[src/sv/tcqla_pkg.sv]
// ----------------------------------------------------------------------------
// tcqla_pkg
// Shared types and constants for the two-class quota lock arbiter.
// ----------------------------------------------------------------------------
`default_nettype none

package tcqla_pkg;

  // Field widths fixed by the item format
  localparam int unsigned REQ_ID_W = 8;
  localparam int unsigned QUOTA_W  = 4;
  localparam int unsigned STATUS_W = 3;

  // Foreground quota after reset
  localparam logic [QUOTA_W-1:0] QUOTA_RESET = 4'd3;

  typedef logic [REQ_ID_W-1:0] req_id_t;
  typedef logic [QUOTA_W-1:0]  quota_t;

  // Operation codes
  typedef enum logic {
    OP_LOCK    = 1'b0,
    OP_RELEASE = 1'b1
  } op_t;

  // Result status codes
  typedef enum logic [STATUS_W-1:0] {
    ST_GRANTED      = 3'd0,
    ST_QUEUED       = 3'd1,
    ST_QUEUE_FULL   = 3'd2,
    ST_OWNER_RELOCK = 3'd3,
    ST_RELEASE_FREE = 3'd4
  } status_t;

  // Wait queue status toward the arbiter core
  typedef struct packed {
    logic empty;
    logic full;
  } q_stat_t;

endpackage

`default_nettype wire

[src/sv/tcqla_if.sv]
// ----------------------------------------------------------------------------
// tcqla interfaces
// Request, response and quota configuration channels (valid/ready).
// ----------------------------------------------------------------------------
`default_nettype none

interface tcqla_req_if;
  logic                     valid;
  logic                     ready;
  tcqla_pkg::op_t           op;
  tcqla_pkg::req_id_t       requester_id;
  logic                     is_background;

  modport source (output valid, op, requester_id, is_background, input ready);
  modport sink   (input valid, op, requester_id, is_background, output ready);
endinterface

interface tcqla_rsp_if;
  logic                     valid;
  logic                     ready;
  tcqla_pkg::status_t       status;
  logic                     grant_valid;
  tcqla_pkg::req_id_t       grant_id;
  logic                     lock_held;

  modport source (output valid, status, grant_valid, grant_id, lock_held, input ready);
  modport sink   (input valid, status, grant_valid, grant_id, lock_held, output ready);
endinterface

interface tcqla_cfg_if;
  logic                     valid;
  logic                     ready;
  tcqla_pkg::quota_t        foreground_quota;

  modport source (output valid, foreground_quota, input ready);
  modport sink   (input valid, foreground_quota, output ready);
endinterface

`default_nettype wire

[src/sv/tcqla_ram.sv]
// ----------------------------------------------------------------------------
// tcqla_ram
// Generic single-write, single-read RAM with registered read data.
// ----------------------------------------------------------------------------
`default_nettype none

module tcqla_ram #(
  parameter int unsigned WIDTH = 8,
  parameter int unsigned DEPTH = 16
) (
  input  wire logic                                        clk,
  input  wire logic                                        wr_en,
  input  wire logic [((DEPTH > 1) ? $clog2(DEPTH) : 1)-1:0] wr_addr,
  input  wire logic [WIDTH-1:0]                            wr_data,
  input  wire logic [((DEPTH > 1) ? $clog2(DEPTH) : 1)-1:0] rd_addr,
  output      logic [WIDTH-1:0]                            rd_data
);

  logic [WIDTH-1:0] mem [DEPTH];

  // Write port and registered read port (read returns old data on collision)
  always_ff @(posedge clk) begin
    if (wr_en) begin
      mem[wr_addr] <= wr_data;
    end
    rd_data <= mem[rd_addr];
  end

endmodule

`default_nettype wire

[src/sv/tcqla_queue.sv]
// ----------------------------------------------------------------------------
// tcqla_queue
// Circular wait queue on a RAM; the head entry is prefetched every cycle
// so that its data is ready at head_data whenever a pop comes.
// ----------------------------------------------------------------------------
`default_nettype none

module tcqla_queue #(
  parameter int unsigned DEPTH = 16,
  parameter int unsigned ID_W  = 8
) (
  input  wire logic            clk,
  input  wire logic            rst,
  input  wire logic            push,
  input  wire logic [ID_W-1:0] push_data,
  input  wire logic            pop,
  output      logic [ID_W-1:0] head_data,
  output      tcqla_pkg::q_stat_t stat
);
  import tcqla_pkg::*;

  localparam int unsigned PtrW = (DEPTH > 1) ? $clog2(DEPTH) : 1;
  localparam int unsigned CntW = $clog2(DEPTH + 1);
  localparam int unsigned SumW = PtrW + 1;
  localparam logic [SumW-1:0] DepthS = SumW'(DEPTH);
  localparam logic [PtrW-1:0] LastPtr = PtrW'(DEPTH - 1);
  localparam logic [CntW-1:0] DepthC = CntW'(DEPTH);

  logic [PtrW-1:0] head;
  logic [PtrW-1:0] head_next;
  logic [CntW-1:0] count;
  logic [CntW-1:0] count_next;
  logic [SumW-1:0] tail_sum;
  logic [PtrW-1:0] tail;
  logic [PtrW-1:0] rd_addr;
  logic [ID_W-1:0] rd_data;
  logic            byp_hit;
  logic [ID_W-1:0] byp_data;

  // Tail slot: head plus count, wrapped once
  always_comb begin
    tail_sum = {1'b0, head} + SumW'(count);
    if (tail_sum >= DepthS) begin
      tail = PtrW'(tail_sum - DepthS);
    end else begin
      tail = PtrW'(tail_sum);
    end
  end

  // Advance head and occupancy
  always_comb begin
    head_next = head;
    if (pop) begin
      head_next = (head == LastPtr) ? '0 : head + PtrW'(1);
    end
    count_next = count;
    if (push && !pop) begin
      count_next = count + CntW'(1);
    end else if (pop && !push) begin
      count_next = count - CntW'(1);
    end
  end

  always_ff @(posedge clk) begin
    if (rst) begin
      head    <= '0;
      count   <= '0;
      byp_hit <= 1'b0;
    end else begin
      head    <= head_next;
      count   <= count_next;
      byp_hit <= push && (tail == rd_addr);
    end
    byp_data <= push_data;
  end

  // Prefetch the next head; forward a write that lands on it
  assign rd_addr   = rst ? '0 : head_next;
  assign head_data = byp_hit ? byp_data : rd_data;

  assign stat.empty = (count == '0);
  assign stat.full  = (count == DepthC);

  tcqla_ram #(
    .WIDTH (ID_W),
    .DEPTH (DEPTH)
  ) u_ram (
    .clk     (clk),
    .wr_en   (push),
    .wr_addr (tail),
    .wr_data (push_data),
    .rd_addr (rd_addr),
    .rd_data (rd_data)
  );

endmodule

`default_nettype wire

[src/sv/two_class_quota_lock_arbiter_unit.sv]
// ----------------------------------------------------------------------------
// two_class_quota_lock_arbiter_unit
// A result is registered and valid in the cycle after its request is transferred.
// Throughput: one request or release per cycle while no result is stalled, set
// by the single decision stage between the request port and result register.
// Reset (rst, synchronous): lock free, both queues empty, quota 3.
// ----------------------------------------------------------------------------
`default_nettype none

module two_class_quota_lock_arbiter_unit #(
  parameter int unsigned QUEUE_DEPTH = 16,
  parameter int unsigned ID_WIDTH    = 8
) (
  input wire logic  clk,
  input wire logic  rst,
  tcqla_req_if.sink   req,
  tcqla_rsp_if.source rsp,
  tcqla_cfg_if.sink   cfg
);
  import tcqla_pkg::*;

  typedef logic [ID_WIDTH-1:0] id_t;

  logic      accept;
  id_t       req_id;
  quota_t    fore_quota;
  id_t       owner_id;
  id_t       owner_id_next;
  logic      owner_present;
  logic      owner_present_next;
  quota_t    quota_left;
  quota_t    quota_left_next;
  logic      fq_push;
  logic      fq_pop;
  logic      bq_push;
  logic      bq_pop;
  id_t       fq_head;
  id_t       bq_head;
  q_stat_t   fq_stat;
  q_stat_t   bq_stat;
  status_t   status_next;
  logic      grant_next;
  id_t       grant_id_next;
  logic      out_valid;

  // Take a new request whenever the result register is free or draining
  assign req.ready = !out_valid || rsp.ready;
  assign accept    = req.valid && req.ready;
  assign req_id    = ID_WIDTH'(req.requester_id);
  assign cfg.ready = 1'b1;

  // Arbitration decision for the current request
  always_comb begin
    owner_id_next      = owner_id;
    owner_present_next = owner_present;
    quota_left_next    = quota_left;
    fq_push            = 1'b0;
    fq_pop             = 1'b0;
    bq_push            = 1'b0;
    bq_pop             = 1'b0;
    status_next        = ST_GRANTED;
    grant_next         = 1'b0;
    grant_id_next      = '0;
    unique case (req.op)
      OP_LOCK: begin
        if (!owner_present) begin
          owner_present_next = 1'b1;
          owner_id_next      = req_id;
          grant_next         = 1'b1;
          grant_id_next      = req_id;
        end else if (owner_id == req_id) begin
          status_next = ST_OWNER_RELOCK;
        end else if (req.is_background) begin
          if (bq_stat.full) begin
            status_next = ST_QUEUE_FULL;
          end else begin
            bq_push     = accept;
            status_next = ST_QUEUED;
          end
        end else begin
          if (fq_stat.full) begin
            status_next = ST_QUEUE_FULL;
          end else begin
            fq_push     = accept;
            status_next = ST_QUEUED;
          end
        end
      end
      OP_RELEASE: begin
        if (!owner_present) begin
          status_next = ST_RELEASE_FREE;
        end else if (!fq_stat.empty && (quota_left != '0 || bq_stat.empty)) begin
          if (quota_left != '0) begin
            quota_left_next = quota_left - QUOTA_W'(1);
          end
          fq_pop        = accept;
          owner_id_next = fq_head;
          grant_next    = 1'b1;
          grant_id_next = fq_head;
        end else if (!bq_stat.empty) begin
          quota_left_next = fore_quota;
          bq_pop          = accept;
          owner_id_next   = bq_head;
          grant_next      = 1'b1;
          grant_id_next   = bq_head;
        end else begin
          owner_present_next = 1'b0;
        end
      end
      default: begin
        status_next = ST_GRANTED;
      end
    endcase
  end

  // Lock state, quota register and result register
  always_ff @(posedge clk) begin
    if (rst) begin
      owner_id      <= '0;
      owner_present <= 1'b0;
      quota_left    <= QUOTA_RESET;
      fore_quota    <= QUOTA_RESET;
      out_valid     <= 1'b0;
    end else begin
      if (cfg.valid && cfg.ready) begin
        fore_quota <= cfg.foreground_quota;
      end
      if (accept) begin
        owner_id      <= owner_id_next;
        owner_present <= owner_present_next;
        quota_left    <= quota_left_next;
        out_valid     <= 1'b1;
      end else if (rsp.ready) begin
        out_valid <= 1'b0;
      end
    end
    if (accept) begin
      rsp.status      <= status_next;
      rsp.grant_valid <= grant_next;
      rsp.grant_id    <= REQ_ID_W'(grant_id_next);
      rsp.lock_held   <= owner_present_next;
    end
  end

  assign rsp.valid = out_valid;

  tcqla_queue #(
    .DEPTH (QUEUE_DEPTH),
    .ID_W  (ID_WIDTH)
  ) u_fore_q (
    .clk       (clk),
    .rst       (rst),
    .push      (fq_push),
    .push_data (req_id),
    .pop       (fq_pop),
    .head_data (fq_head),
    .stat      (fq_stat)
  );

  tcqla_queue #(
    .DEPTH (QUEUE_DEPTH),
    .ID_W  (ID_WIDTH)
  ) u_back_q (
    .clk       (clk),
    .rst       (rst),
    .push      (bq_push),
    .push_data (req_id),
    .pop       (bq_pop),
    .head_data (bq_head),
    .stat      (bq_stat)
  );

endmodule

`default_nettype wire

[src/flat_wrapper.sv]
// flat-port wrapper written by rule: the top's interface ports become plain ports
module two_class_quota_lock_arbiter_unit_flat import tcqla_pkg::*;
#(
  parameter int unsigned QUEUE_DEPTH = 16,
  parameter int unsigned ID_WIDTH    = 8
)
  (clk, rst, req_valid, req_op, req_requester_id, req_is_background, req_ready, rsp_valid, rsp_status, rsp_grant_valid, rsp_grant_id, rsp_lock_held, rsp_ready, cfg_valid, cfg_foreground_quota, cfg_ready);
  tcqla_req_if req_i ();
  tcqla_rsp_if rsp_i ();
  tcqla_cfg_if cfg_i ();
  input wire logic clk;
  input wire logic rst;
  input wire logic [$bits(req_i.valid)-1:0] req_valid;
  input wire logic [$bits(req_i.op)-1:0] req_op;
  input wire logic [$bits(req_i.requester_id)-1:0] req_requester_id;
  input wire logic [$bits(req_i.is_background)-1:0] req_is_background;
  output wire logic [$bits(req_i.ready)-1:0] req_ready;
  output wire logic [$bits(rsp_i.valid)-1:0] rsp_valid;
  output wire logic [$bits(rsp_i.status)-1:0] rsp_status;
  output wire logic [$bits(rsp_i.grant_valid)-1:0] rsp_grant_valid;
  output wire logic [$bits(rsp_i.grant_id)-1:0] rsp_grant_id;
  output wire logic [$bits(rsp_i.lock_held)-1:0] rsp_lock_held;
  input wire logic [$bits(rsp_i.ready)-1:0] rsp_ready;
  input wire logic [$bits(cfg_i.valid)-1:0] cfg_valid;
  input wire logic [$bits(cfg_i.foreground_quota)-1:0] cfg_foreground_quota;
  output wire logic [$bits(cfg_i.ready)-1:0] cfg_ready;
  assign req_i.valid = req_valid;
  assign req_i.op = req_op;
  assign req_i.requester_id = req_requester_id;
  assign req_i.is_background = req_is_background;
  assign req_ready = req_i.ready;
  assign rsp_valid = rsp_i.valid;
  assign rsp_status = rsp_i.status;
  assign rsp_grant_valid = rsp_i.grant_valid;
  assign rsp_grant_id = rsp_i.grant_id;
  assign rsp_lock_held = rsp_i.lock_held;
  assign rsp_i.ready = rsp_ready;
  assign cfg_i.valid = cfg_valid;
  assign cfg_i.foreground_quota = cfg_foreground_quota;
  assign cfg_ready = cfg_i.ready;
  two_class_quota_lock_arbiter_unit #(.QUEUE_DEPTH(QUEUE_DEPTH), .ID_WIDTH(ID_WIDTH)) u_core (.clk(clk), .rst(rst), .req(req_i), .rsp(rsp_i), .cfg(cfg_i));
endmodule
[config.mk]
export PLATFORM = sky130hd
export DESIGN_NAME = two_class_quota_lock_arbiter_unit_flat
export DESIGN_NICKNAME = d
export VERILOG_FILES = /design/src/sv/tcqla_pkg.sv /design/src/sv/tcqla_if.sv /design/src/sv/tcqla_ram.sv /design/src/sv/tcqla_queue.sv /design/src/sv/two_class_quota_lock_arbiter_unit.sv /design/src/flat_wrapper.sv
export SDC_FILE = /design/constraint.sdc
export NUM_CORES = 1
export LEC_CHECK = 0
export ABC_AREA = 1
export BUFFER_PORTS_ARGS = -buffer_cell sky130_fd_sc_hd__buf_2
export CORE_ASPECT_RATIO = 1.5
export CORE_UTILIZATION = 36
export DETAILED_ROUTE_END_ITERATION = 8
export PLACE_DENSITY_LB_ADDON = 0.2
export SLEW_MARGIN = 20
export SYNTH_ARGS = -nofsm -noshare
export SYNTH_HDL_FRONTEND = slang
export SYNTH_HIERARCHICAL = 1
export SYNTH_SLANG_ARGS = --single-unit
export TNS_END_PERCENT = 1
[constraint.sdc]
create_clock -name clk -period 6 [get_ports clk]
set_clock_uncertainty 0.05 [all_clocks]
set_input_delay 1.2 -clock clk [delete_from_list [all_inputs] [get_ports clk]]
set_output_delay 1.2 -clock clk [all_outputs]
set_load 0.01 [all_outputs]
# Word-level counts from Yosys, hierarchy flattened
# Memories as Yosys holds them, arrays and structs flattened. A register that Yosys moved wholly into a read port is not among the register bits.
# Cells that the tools add are included.
# classes
n_bitwise,1
magnitude_cmp,2
reduce_logical,24
add_sub_neg,11
eq_ne,12
n_mux,63
# ops
cell,n
8-bit two-way mux,10
4-bit two-way mux,11
8-bit case mux with 2 select lines,2
1-bit two-way mux,27
5-bit two-way mux,4
3-bit two-way mux,4
4-bit by 1-bit subtractor with 4-bit output (second input constant),3
4-bit by 5-bit adder with 5-bit output,2
5-bit by 1-bit adder with 5-bit output (second input constant),2
5-bit equality test (second input constant),2
5-bit >= comparator (second input constant),2
5-bit zero test,2
5-bit by 1-bit subtractor with 5-bit output (second input constant),2
4-bit by 1-bit adder with 4-bit output (second input constant),2
4-bit equality test,2
4-bit equality test (second input constant),2
8-bit equality test,1
1-bit logical AND,8
1-bit zero test,6
3-bit case mux with 2 select lines,1
2-bit nonzero test,3
5-bit AND reduction,1
2-bit two-way mux,2
2-bit by 1-bit != test with 1-bit output (second input constant),2
other kinds (7),10
# totals
regBits,59
inputBits,19
mem_count,2
output_inout_bits,16
ram_bits,256
wordCells,131
# memory_table
memory,words,width,read_ports,rd_ports_with_merged_regs,wr,line_no,text
u_core.u_back_q.u_ram.mem,16,8,1,1,1,tcqla_ram.sv:19,logic [WIDTH-1:0] mem [DEPTH];
u_core.u_fore_q.u_ram.mem,16,8,1,1,1,tcqla_ram.sv:19,

# Depth between registers and ports, before layout
# logic_depth
word_depth,12
ltp_mapped,20
ltp_nobuf,18

# Modules after synthesis
# The synthesis kept the hierarchy.
# modules_own_cells
mod,seq_area_each_um2,instances,cells_each,area_each_um2
tcqla_ram (u_core.u_fore_q.u_ram),4003.8,1,553,5774.3
tcqla_ram (u_core.u_back_q.u_ram),4003.8,1,551,5766.8
tcqla_queue,360.3,2,142,1052.3
two_class_quota_lock_arbiter_unit,750.7,1,283,1899.3

# Worst setup path after synthesis
# No wires, ideal clock.
# synth_path
path_type,input -> register
start,in rsp_ready
end,reg u_core.u_back_q.count[3]
required_ns,5.841
setup_slack_ns,2.465
stages,15
path_buffers,0
arrival_ns,3.376
cell_sequence,inv_1 a21oi_2 inv_1 nor2_1 nand2_1 nor2_1 ha_1 inv_1 ha_1 a21oi_1 a21oi_1 nor2_1 nand2_1 nand2_1 inv_1
# synth_via
elab_chain_cells,10
# synth_lines
item,line_no,text
"start, declared",flat_wrapper.sv:23,input wire logic [$bits(rsp_i.ready)-1:0] rsp_ready;
1-bit logical OR (*),two_class_quota_lock_arbiter_unit.sv:47,assign req.ready = !out_valid || rsp.ready;
1-bit logical AND (*),two_class_quota_lock_arbiter_unit.sv:48,assign accept = req.valid && req.ready;
net u_core.accept,two_class_quota_lock_arbiter_unit.sv:24,logic accept;
1-bit two-way mux (*),two_class_quota_lock_arbiter_unit.sv:74,if (bq_stat.full) begin
1-bit two-way mux (*),two_class_quota_lock_arbiter_unit.sv:73,end else if (req.is_background) begin
1-bit two-way mux (*),two_class_quota_lock_arbiter_unit.sv:71,end else if (owner_id == req_id) begin
1-bit two-way mux (*),two_class_quota_lock_arbiter_unit.sv:66,if (!owner_present) begin
1-bit two-way mux (*),two_class_quota_lock_arbiter_unit.sv:64,unique case (req.op)
net u_core.bq_push,two_class_quota_lock_arbiter_unit.sv:35,logic bq_push;
1-bit zero test,tcqla_queue.sv:59,end else if (pop && !push) begin
1-bit logical AND,tcqla_queue.sv:59,
2-bit nonzero test (no line),n/a,
"end signal, assigned",tcqla_queue.sv:71,count <= count_next;
"end, declared",tcqla_queue.sv:31,logic [CntW-1:0] count;
# The timed path passes the listed nets; every way through them passes the cells marked *.
# A chain may end at the register's enable or synchronous reset.

==> impl_metrics.csv <==
group,metric,value,unit
outcome,run_status,"completed",
critical_path,crit-reg2reg-capture,"u_core/u_back_q/u_ram/rd_data[1]",
cts,clock_net_sink_count,339,
timing,post-route-period-util,0.698,
final_layout,fraction_of_the_core_area_covered_by_cells_at_the_end_of_the_flow,0.405,
routing,highest_layer,"met4",
synth,yosysSeqAreaShare,0.610,
die,fp.dieH,257,µm
cts,clock-root-buffer,"sky130_fd_sc_hd__clkbuf_16",
timing,layout_setup_ws,1.81,ns
timing,maxSlewViolCount,0,
global_route,largest_net_degree_at_the_start_of_global_routing,67,
cts,cts.path.max_buffers,3,
synth,synth_cell_type_count,31,
power,switchingPower,1.05,mW
synth,synth_compound_area_frac,0.0208,
synth,syn-instance-count,1671,
final_layout,layout.nets,1736,
timing,timing.max_slew.rel_slack,0.235,
power,total_leakage_power,7.41,nW
routing,met1_length,15200,µm
routing,detail_route.first_pass.iterations,5,
die,floorplan.rows,92,
global_route,grt_pass1_wl,58500,µm
die,coreArea,42400,µm²
final_layout,filler_free_cell_count_of_the_finished_design,2283,
routing,vias,10700,
critical_path,worst_path_max_delay_cell,"sky130_fd_sc_hd__clkinv_2",
die,start_util,0.367,
synth,yosys.area_share.simple,0.236,
timing,rsz0062_at_grt,"no",
min_path,worst_hold_startpoint,"u_core/fore_quota[1]",
synth,yosysTopAreaCellShare,0.520,
synth,synth_adder_area_share,0.0188,
synth,synth_top_area_cell,"sky130_fd_sc_hd__edfxtp_1",
synth,synth_ff_type,"sky130_fd_sc_hd__edfxtp_1",
global_route,remaining_overflow_grt,0,
critical_path,r2r_start,"u_core/u_fore_q/count[1]",
synth,yosysWarnings,6,
critical_path,critPathMostFrequentCell,"sky130_fd_sc_hd__nand2_1",
synth,synthTopCellsByArea,"sky130_fd_sc_hd__edfxtp_1 (52%), sky130_fd_sc_hd__nand2_1 (12%), sky130_fd_sc_hd__dfxtp_1 (9.0%)",
timing,final_hold_violating_endpoints,0,
routing,met2RoutedLength,20300,µm
critical_path,critical_path.startpoint_type,"register",
synth,synth_area_per_cell,9.30,µm²
routing,detail_route.drc_violations,0,
flow_run,max_cap_viol_count,0,
placement,dp_slack,1.53,ns
cts,max_h_tree_level,2,
global_route,grt_pass1_vias,10400,
timing,maxClockFrequency,239,MHz
cts,clk_pin_slew_worst_paths,0.06,ns
routing,detailroute.wirelength.met3,1130,µm
routing,drt_iter0_drc,630,
synth,synth_xor_xnor_area_share,0.00563,
die,die_area,44000,µm²
routing,route.final.wire_length,38000,µm
cts,cts_hold_buffers,0,
power,sw_frac_of_total,0.218,
synth,synth-edff-count,269,
power,combinationalPowerShare,0.049,
synth,post-synth-top-count-cell,"sky130_fd_sc_hd__nand2_1",
min_path,min_to,"u_core/fore_quota[1]",
critical_path,timing.reg2reg.setup_slack,1.81,ns
power,p_int,3.79,mW
min_path,worst_hold_path.num_cells,2,
global_route,antenna_found_initial,0,
cts,cts-buffers-inserted,34,
timing,total_negative_setup_slacks,0,ns
critical_path,cell_by_cell_trace_of_the_critical_path,"nor2_1 > nand3_1 > nor2_1 > clkinv_1 > nand2_1 > nand2_1 > nor2_1 > nor2_1 > nor2_1 > nand3_1 > inv_2 > clkinv_2 > buf_4 > nand2_1 > nand2_1 > nand2_1 > nand3_1 > nand3_1 > nand2_1",
critical_path,cp_slowest_stage_delay,0.66,ns
final_layout,layout_cells_sized_above_1,0.0809,
critical_path,biggest_fanout_along_the_worst_timing_path,58,
placement,place_inst,2224,
final_layout,area_growth_synth_to_finish,10.4,%
critical_path,worst_ep_required_time,6.36,ns
power,clkPwrFrac,0.419,
synth,synth_area,15500,µm²
routing,wl_per_cell,16.7,µm
critical_path,rr_worst_depth,19,
cts,clock_tree_from_tritoncts,"done",
routing,final_antenna_net_count,0,
die,top_level_ports,35,
critical_path,worstPathArrival,4.55,ns
min_path,timing.hold.worst.class,"reg2reg",
placement,place.detailed.hpwl,24100,µm
power,power.sequential.fraction,0.532,
critical_path,end_kind,"register",
die,die_x,172,µm
timing,tightest_slew,1.14,ns
critical_path,cpLargestDelayFamily,"simple AND/OR/NAND/NOR gates",
critical_path,worstSetupPathType,"reg2reg",
critical_path,cp_bufs_invs,4,
routing,detail_route.vias_per_cell,4.68,
cts,post_cts_setup_inserts,0,
synth,synth_top_family_by_area,"simple AND/OR/NAND/NOR gates",
power,power_density,282,nW/µm²
timing,setup-violations-final,0,
synth,flop_and_latch_count_out_of_synthesis,339,
final_layout,antenna-diode-count,0,
placement,gp_congestion,0.829,
synth,postSynthNetCount,1711,
global_route,grt_util_all_layers,0.176,
cts,cts-resized-gates,0,
synth,yosys-top-cells-count,"sky130_fd_sc_hd__nand2_1 (510), sky130_fd_sc_hd__inv_1 (281), sky130_fd_sc_hd__edfxtp_1 (269), sky130_fd_sc_hd__nand3_1 (234), sky130_fd_sc_hd__nor2_1 (105)",
cts,worst_skew_pair.late_latency,0.52,ns
synth,synth.area.mux_share,0.0116,
timing,timing.final.crit_period,4.19,ns
power,max-vdd-ir-drop,0.243,mV
placement,io_buffers,33,
synth,synth-async-reset-ratio,0,
[layout make-up]
| cell class | instances | area, µm² |
|---|---|---|
| tap | 564 | 706 |
| clock buffer | 44 | 950 |
| fill | 4244 | 25200 |
| clock inverter | 15 | 103 |
| timing repair buffer | 48 | 278 |
| sequential | 339 | 9480 |
| multi-input combinational | 983 | 4560 |
| inverter | 290 | 1090 |
[registers in the layout, indices dropped and copies added, names as in the netlist, 3 cells and up]
signal / count
u_core/owner_id: 8
u_core/rsp.status: 3
u_core/u_fore_q/u_ram/rd_data: 8
u_core/fore_quota: 4
u_core/u_fore_q/byp_data: 8
u_core/u_fore_q/count: 5
u_core/u_back_q/u_ram/mem: 128
u_core/quota_left: 4
u_core/u_back_q/count: 5
u_core/u_back_q/head: 4
u_core/u_fore_q/head: 4
u_core/u_fore_q/u_ram/mem: 128
u_core/u_back_q/u_ram/rd_data: 8
u_core/rsp.grant_id: 8
u_core/u_back_q/byp_data: 8
[cells by family after synthesis]
logic type	Yosys count
and+or+nand+nor	874
buffers and inverters	349
DFF	339
AOI/OAI and AO/OA	61
adders and majority gates	21
muxes	16
xor gates and xnor gates	10
other	1
[cell usage in the layout (no fill, tap or decap), drive strengths merged, types with 4 or more instances in the layout]
cell    count
a21oi      48
buf        48
clkbuf     44
clkinv     14
dfxtp      70
edfxtp    269
fa          4
ha         17
inv       288
mux2       16
nand2     520
nand3     236
nand4       9
nor2      106
o21ai      13
xnor2       4
xor2        6
[stage by stage]
step	total power [mW]	instance area, µm²	hold slack (ns)
6_report	4.84	17200	0.410
5_1_grt	5.01	17200	0.460
4_1_cts	4.91	17200	0.418
3_5_place_dp	2.87	16100	0.403
3_3_place_gp	2.87	16100	0.397
2_1_floorplan	2.77	15500	0.379
[worst max path at each step]
stage	start	slack, ns	endpoint	depth (start not counted)
finish	u_core/u_fore_q/count[1]	1.81	u_core/u_back_q/u_ram/rd_data[1]	19
global route	u_core/u_fore_q/count[1]	1.30	u_core/u_back_q/u_ram/rd_data[1]	19
CTS	u_core/u_fore_q/count[1]	1.90	u_core/u_back_q/u_ram/rd_data[1]	17
detailed placement	req_requester_id[2]	1.53	u_core/u_back_q/u_ram/mem[0][7]	9
global placement	req_requester_id[2]	1.61	u_core/u_back_q/u_ram/mem[2][7]	9
floorplan	rsp_ready	2.47	u_core/u_back_q/count[3]	15
[worst min-delay path: stages (launching register included)]
cell	delay, ns
sky130_fd_sc_hd__dfxtp_1	0.33
sky130_fd_sc_hd__nand2_1	0.05
sky130_fd_sc_hd__nand3_1	0.05
[power groups by stage]
stage                     sequential (mW)  clock (mW)  combinational (mW)
after global routing                 2.58        2.16               0.268
after detailed placement             2.63           0               0.240
after global placement               2.63           0               0.238
after CTS                            2.58        2.09               0.242
after floorplan                      2.63           0               0.146
final                                2.58        2.03               0.238
[per-layer routing]
metal / vias up / global-route usage
met5: - / 0
met4: 0 / 0.0761
met3: 66 / 0.0215
met2: 197 / 0.327
met1: 5050 / 0.198
li1: 5382 / -
Power figures use the tool's default switching activity.
